--- src/assert_macros.svh ---
// assertion macros used by the allocator rtl file
`ifndef ASSERT_MACROS_SVH
`define ASSERT_MACROS_SVH
// implication checked at every edge outside reset
`define ASSERT_IMP(label, clk, rst, cond, msg) \
   label: assert property (@(posedge clk) disable iff (rst) (cond)) else $error(msg);
// plain condition checked at every edge
`define ASSERT_ALWAYS(label, clk, cond, msg) \
   label: assert property (@(posedge clk) (cond)) else $error(msg);
`endif

--- src/ffba_pkg.sv ---
// shared types and constants of the block allocator
package ffba_pkg;
   localparam int unsigned ADDR_W = 17;
   localparam int unsigned SIZE_W = 17;
   localparam logic [16:0] POOL_LIMIT = 17'd65536;
   localparam logic [0:0]  OP_CLAIM = 1'b0;
   localparam logic [0:0]  OP_FREE  = 1'b1;
   localparam logic [1:0]  REG_POOL_SIZE = 2'd0;

   typedef struct packed {
      logic [ADDR_W-1:0] addr;
      logic [SIZE_W-1:0] size;
   } span_type;
endpackage

--- src/ffba_table.sv ---
// span table memory with one registered read port and one write port
module ffba_table import ffba_pkg::*; #(
   parameter int unsigned DEPTH = 64,
   parameter int unsigned IDX_W = 6
) (
   input  logic             clock,
   input  logic             wr_en,
   input  logic [IDX_W-1:0] wr_idx,
   input  span_type         wr_data,
   input  logic [IDX_W-1:0] rd_idx,
   output span_type         rd_data
);
   span_type mem [DEPTH];
   span_type rd_ff;

   // write and registered read
   always_ff @(posedge clock) begin
      if (wr_en) begin
         mem[wr_idx] <= wr_data;
      end
      rd_ff <= mem[rd_idx];
   end

   assign rd_data = rd_ff;
endmodule

--- config.mk ---
export PLATFORM = sky130hd
export DESIGN_NAME = ffba_table
export DESIGN_NICKNAME = d
export VERILOG_FILES = /design/src/assert_macros.svh /design/src/ffba_pkg.sv /design/src/ffba_table.sv
export SDC_FILE = /design/constraint.sdc
export NUM_CORES = 2
export LEC_CHECK = 0
export ABC_CLOCK_PERIOD_IN_PS = 4200
export BUFFER_PORTS_ARGS = -buffer_cell sky130_fd_sc_hd__buf_4
export CORE_MARGIN = 2
export CORE_UTILIZATION = 57
export DETAILED_ROUTE_END_ITERATION = 10
export GPL_TIMING_DRIVEN = 0
export HOLD_SLACK_MARGIN = 0.12
export PLACE_DENSITY_LB_ADDON = 0.12
export REMOVE_ABC_BUFFERS = 1
export SLEW_MARGIN = 40
export SYNTH_ARGS = -nofsm -noshare
export SYNTH_HDL_FRONTEND = slang
export SYNTH_SLANG_ARGS = --single-unit
--- constraint.sdc ---
create_clock -name clock -period 4.2 [get_ports clock]
set_input_delay 0.63 -clock clock [delete_from_list [all_inputs] [get_ports clock]]
set_output_delay 0.63 -clock clock [all_outputs]
set_load 0.03 [all_outputs]
Yosys cells after proc, flatten, opt, wreduce, memory -nomap -nowiden
Memories as Yosys holds them, arrays and structs flattened. A register that Yosys moved wholly into a read port is not among the register bits.
Index checks and enable logic that the tools add are counted.

operators by class
  multiplexer cells = 2

operators by type and width
  kind               count
  two-way mux 1 bit  2

storage, ports and cells
  bits in registers = 0
  RAM bits = 2,176
  bits of input ports = 48
  output and inout port bits = 34
  word-level logic and storage cells = 3
  memories = 1

memory list
  name  words  bits a word  read ports  clocked after Yosys merged registers in  write ports  RTL line          RTL
  mem   64     34           1           1                                        1            ffba_table.sv:13  span_type mem [DEPTH];

Longest topological paths before layout
  depth after elaboration = 2
  gate-level depth with buffers = 10
  depth with buffers taken out = 5

Worst setup path after synthesis
Ideal clock, no wire load.

  path type = input -> register
  from = input wr_idx[3]
  to = memory mem[48][0] (netlist name), enable pin
  setup time = 0.467 ns
  arrival time = 3.463 ns
  data required time = 3.733 ns
  slack = 0.270 ns
  stages = 4
  path buffers = 1
  path through = clkbuf_1 > nor2b_1 > nand4b_1 > nor3_1

RTL lines
  element             RTL line          RTL
  start: declaration  ffba_table.sv:8   input logic [IDX_W-1:0] wr_idx,
  end: declaration    ffba_table.sv:13

No word-level cell before the write port.

==> impl_results.md <==
* Share of layout cells above drive strength 1 at 0.2944
* Iter 0 DRT Violations at 4724
* Most numerous cell on the critical path: buf_16
* Max-cap violations at 0
* # port buffers at 81
* Register bit count reported by yosys at 2210
* NetSw at 9488 uW
* Initial Utilization at 0.5748
* Normalized max-slew margin at 0.4139
* IO Pins at 82
* Critical path's largest stage delay at 0.73 ns
* Crit path DAT at 4.34 ns
* Worst reg-to-reg setup slack at 1.67 ns
* Setup bufs post-CTS at 0
* Fin Setup TNS at 0 ns
* Pleak at 0.03114 uW
* Worst r2r dst: rd_data[7]
* Setup violators final at 0
* CTS tree: yes
* Top FF cell, synth: edfxtp_1
* Top-count cell post-synth: edfxtp_1
* Synth top area share at 0.7800
* VDD IR max at 0.0004273 V
* Setup CP Type: in -> reg
* Post-synth top cells: edfxtp_1 (2176), mux4_2 (472), mux2i_1 (150), clkbuf_1 (89), nor2_1 (89)
* Vias at 41070
* Tot Pwr at 46150 uW
* Unrepaired setup endpoints after global routing: false
* Crit path buf inv count at 4
* Num rows at 140
* Flop pwr share at 0.531
* Sw Ratio at 0.2056
* Deepest clock path buffer count at 3
* CORE AREA at 145700 um^2
* Post-synth EDFFs at 2176
* Delay-heaviest family, CP: buffers and inverters
* Worst setup margin at 0.4516 ns
* P&R area growth vs syn at 17.26%
* Largest net degree at the start of global routing at 91
* Final-report hold violation count at 0
* Comb power frac at 0.052
* Chip height at 387.4 um
* Cells after Synth at 3744
* Clk root buf: clkbuf_16
* Cts bufs inserted at 213
* Layout Skew at 0.01977 ns
* Seq/Total Area, Yosys at 0.7881
* Total gr overflow at 0
* Die area at 150100 um^2
* CTS clk-pin slew, worst paths at 0.06 ns
* Die width at 387.4 um
* Critical hold path startpoint: wr_idx[1]
* Inst Count DP at 5762
* Detail Placement HPWL at 137.8 mm
* DRC at 0
* Cell Count, Final, Fillers Out at 6163
* RD Place Congestion at 0.7816
* Worst endpoint required time at 4.79 ns
* Post-CTS Resized at 0
* Final Critical Period at 3.748 ns
* Global-route wire length before repair at 302.4 mm
* Skew-Pair Late Insertion Delay at 0.82 ns
* Routed Antenna Nets at 0
* Reg2Reg Depth at 5
* Final nets at 4111
* Hold Path Depth at 2
* Int Pwr at 36670 uW
* Mapped Area at 83770 um^2
* Routed WL at 212.8 mm
* Worst Setup End Kind: register
* Final Cycle Share at 0.8925
* Hold worst-path end: mem[49][12]
* Fraction of registers with async set/reset at 0
* Worst Max-Slew Pin Slew at 0.8699 ns
* Wirelength per Cell at 34.52 um
* Gr usage total at 0.2860
* Yosys warns at 0
* R2R Path Start: mem[18][7]
* Clock power share at 0.417
* Critical-path cell list: buf_16 -> buf_16 -> buf_16 -> buf_16 -> mux4_2 -> a22oi_1 -> nand3_1 -> o21ai_0 -> a21oi_1
* First-pass detailed-route iteration total at 5
* Pwr Density at 469.8 nW/um^2
* Cts hold-fix bufs at 0
* Pre-CTS WS at -0.4585 ns
* CP Launch Type: primary input
* Total number of H-tree levels at 4
* Synth area leaders: edfxtp_1 (78%), mux4_2 (13%), mux2i_1 (1.8%), dfxtp_1 (0.81%), mux2_2 (0.73%)
* Avg Cell Area, Syn at 22.38 um^2
* Initial antenna violation count at 10
* Clk sink count at 2210
* Vias in the first global route at 41550
* Post-synthesis cell type count at 41
* Crit Path Max Fanout at 64
* Largest area contributor in the netlist: edfxtp_1
* Status: finished clean
* Max-slew violations at 0
* Worst-path cell with the longest stage delay: o21ai_0
* Worst Hold Class: in -> reg
* Vias/cell at 6.663
* Fmax at 0.2668 GHz
worst reg2reg max path, delay by kind of cell (launching register included):
family | cells | cell delay, ns
flops | 1 | 0.36
compound gates | 3 | 1.29
mux | 1 | 0.47
simple gates | 1 | 0.19
cell families after synthesis:
group | share of synthesized area
buffers and inverters | 0.01362
multiplexers | 0.1521
AND/OR/NAND/NOR | 0.01974
flip-flops | 0.7881
AO/OA/AOI/OAI | 0.02645
area by class of cell:
type                    instances  area [um^2]
flip-flops and latches       2210        66020
fillers                      8842        47510
multi-input cells            1319        17220
clock buffers                 278         5902
repair buffers                318         5488
well taps                    1917         2399
clock inverters               116         1186
diodes                          4        10.01
inverters                       1        5.005
sequential cells by signal, summed over array words and instances, names as in the netlist:
| name | count |
|---|---|
| mem | 2176 |
| rd_data | 34 |
power groups by stage:
stage | sequential (uW) | combinational [uW] | clock, uW
detailed placement | 25000 | 2410 | 0
CTS | 24500 | 2420 | 19500
finish | 24500 | 2410 | 19300
global placement | 25000 | 2490 | 0
floorplan | 25000 | 903 | 0
global route | 24500 | 2530 | 20400
cell usage in the layout, fill, tap and decap left out, drive strengths merged, types with 12 or more instances in the layout:
master and count:
mux2 54, o22ai 85, a22oi 55, nor2b 23, nand2 80, a21oi 17, edfxtp 2176, nand3 69
and3 12, bufinv 25, buf 318, clkinv 82, mux2i 150, a221o 24, nor2 89, nand4 46
o221ai 39, clkbuf 278, dfxtp 34, mux4 472, a211oi 22
layer usage:
layer,vias to the layer above,global-route usage,share of wire
met3,378,0.05939,0.098
li1,16620,-,-
met4,8,0.09517,0.035
met2,2260,0.4516,0.48
met1,21800,0.4055,0.39
met5,-,0,0.00022
worst max path at each step:
stage,start,to,cells past startpoint
2_1_floorplan,wr_en,mem[48][0],3
3_3_place_gp,rd_idx[0],rd_data[14],6
3_5_place_dp,rd_idx[0],rd_data[7],9
5_1_grt,rd_idx[0],rd_data[7],9
6_report,rd_idx[0],rd_data[7],9
4_1_cts,rd_idx[0],rd_data[7],9
through the flow:
step | area [um^2] | hold slack (ns) | util
floorplan | 82640 | 0.7289 | -
global placement | 85640 | 0.8576 | 0.5876
detailed placement | 91090 | 0.8606 | 0.6250
CTS | 98180 | 0.2144 | 0.6736
global route | 98230 | 0.2440 | 0.6740
finish | 98230 | 0.2740 | 0.6740
No activity file was read; power rests on OpenSTA's default activity.
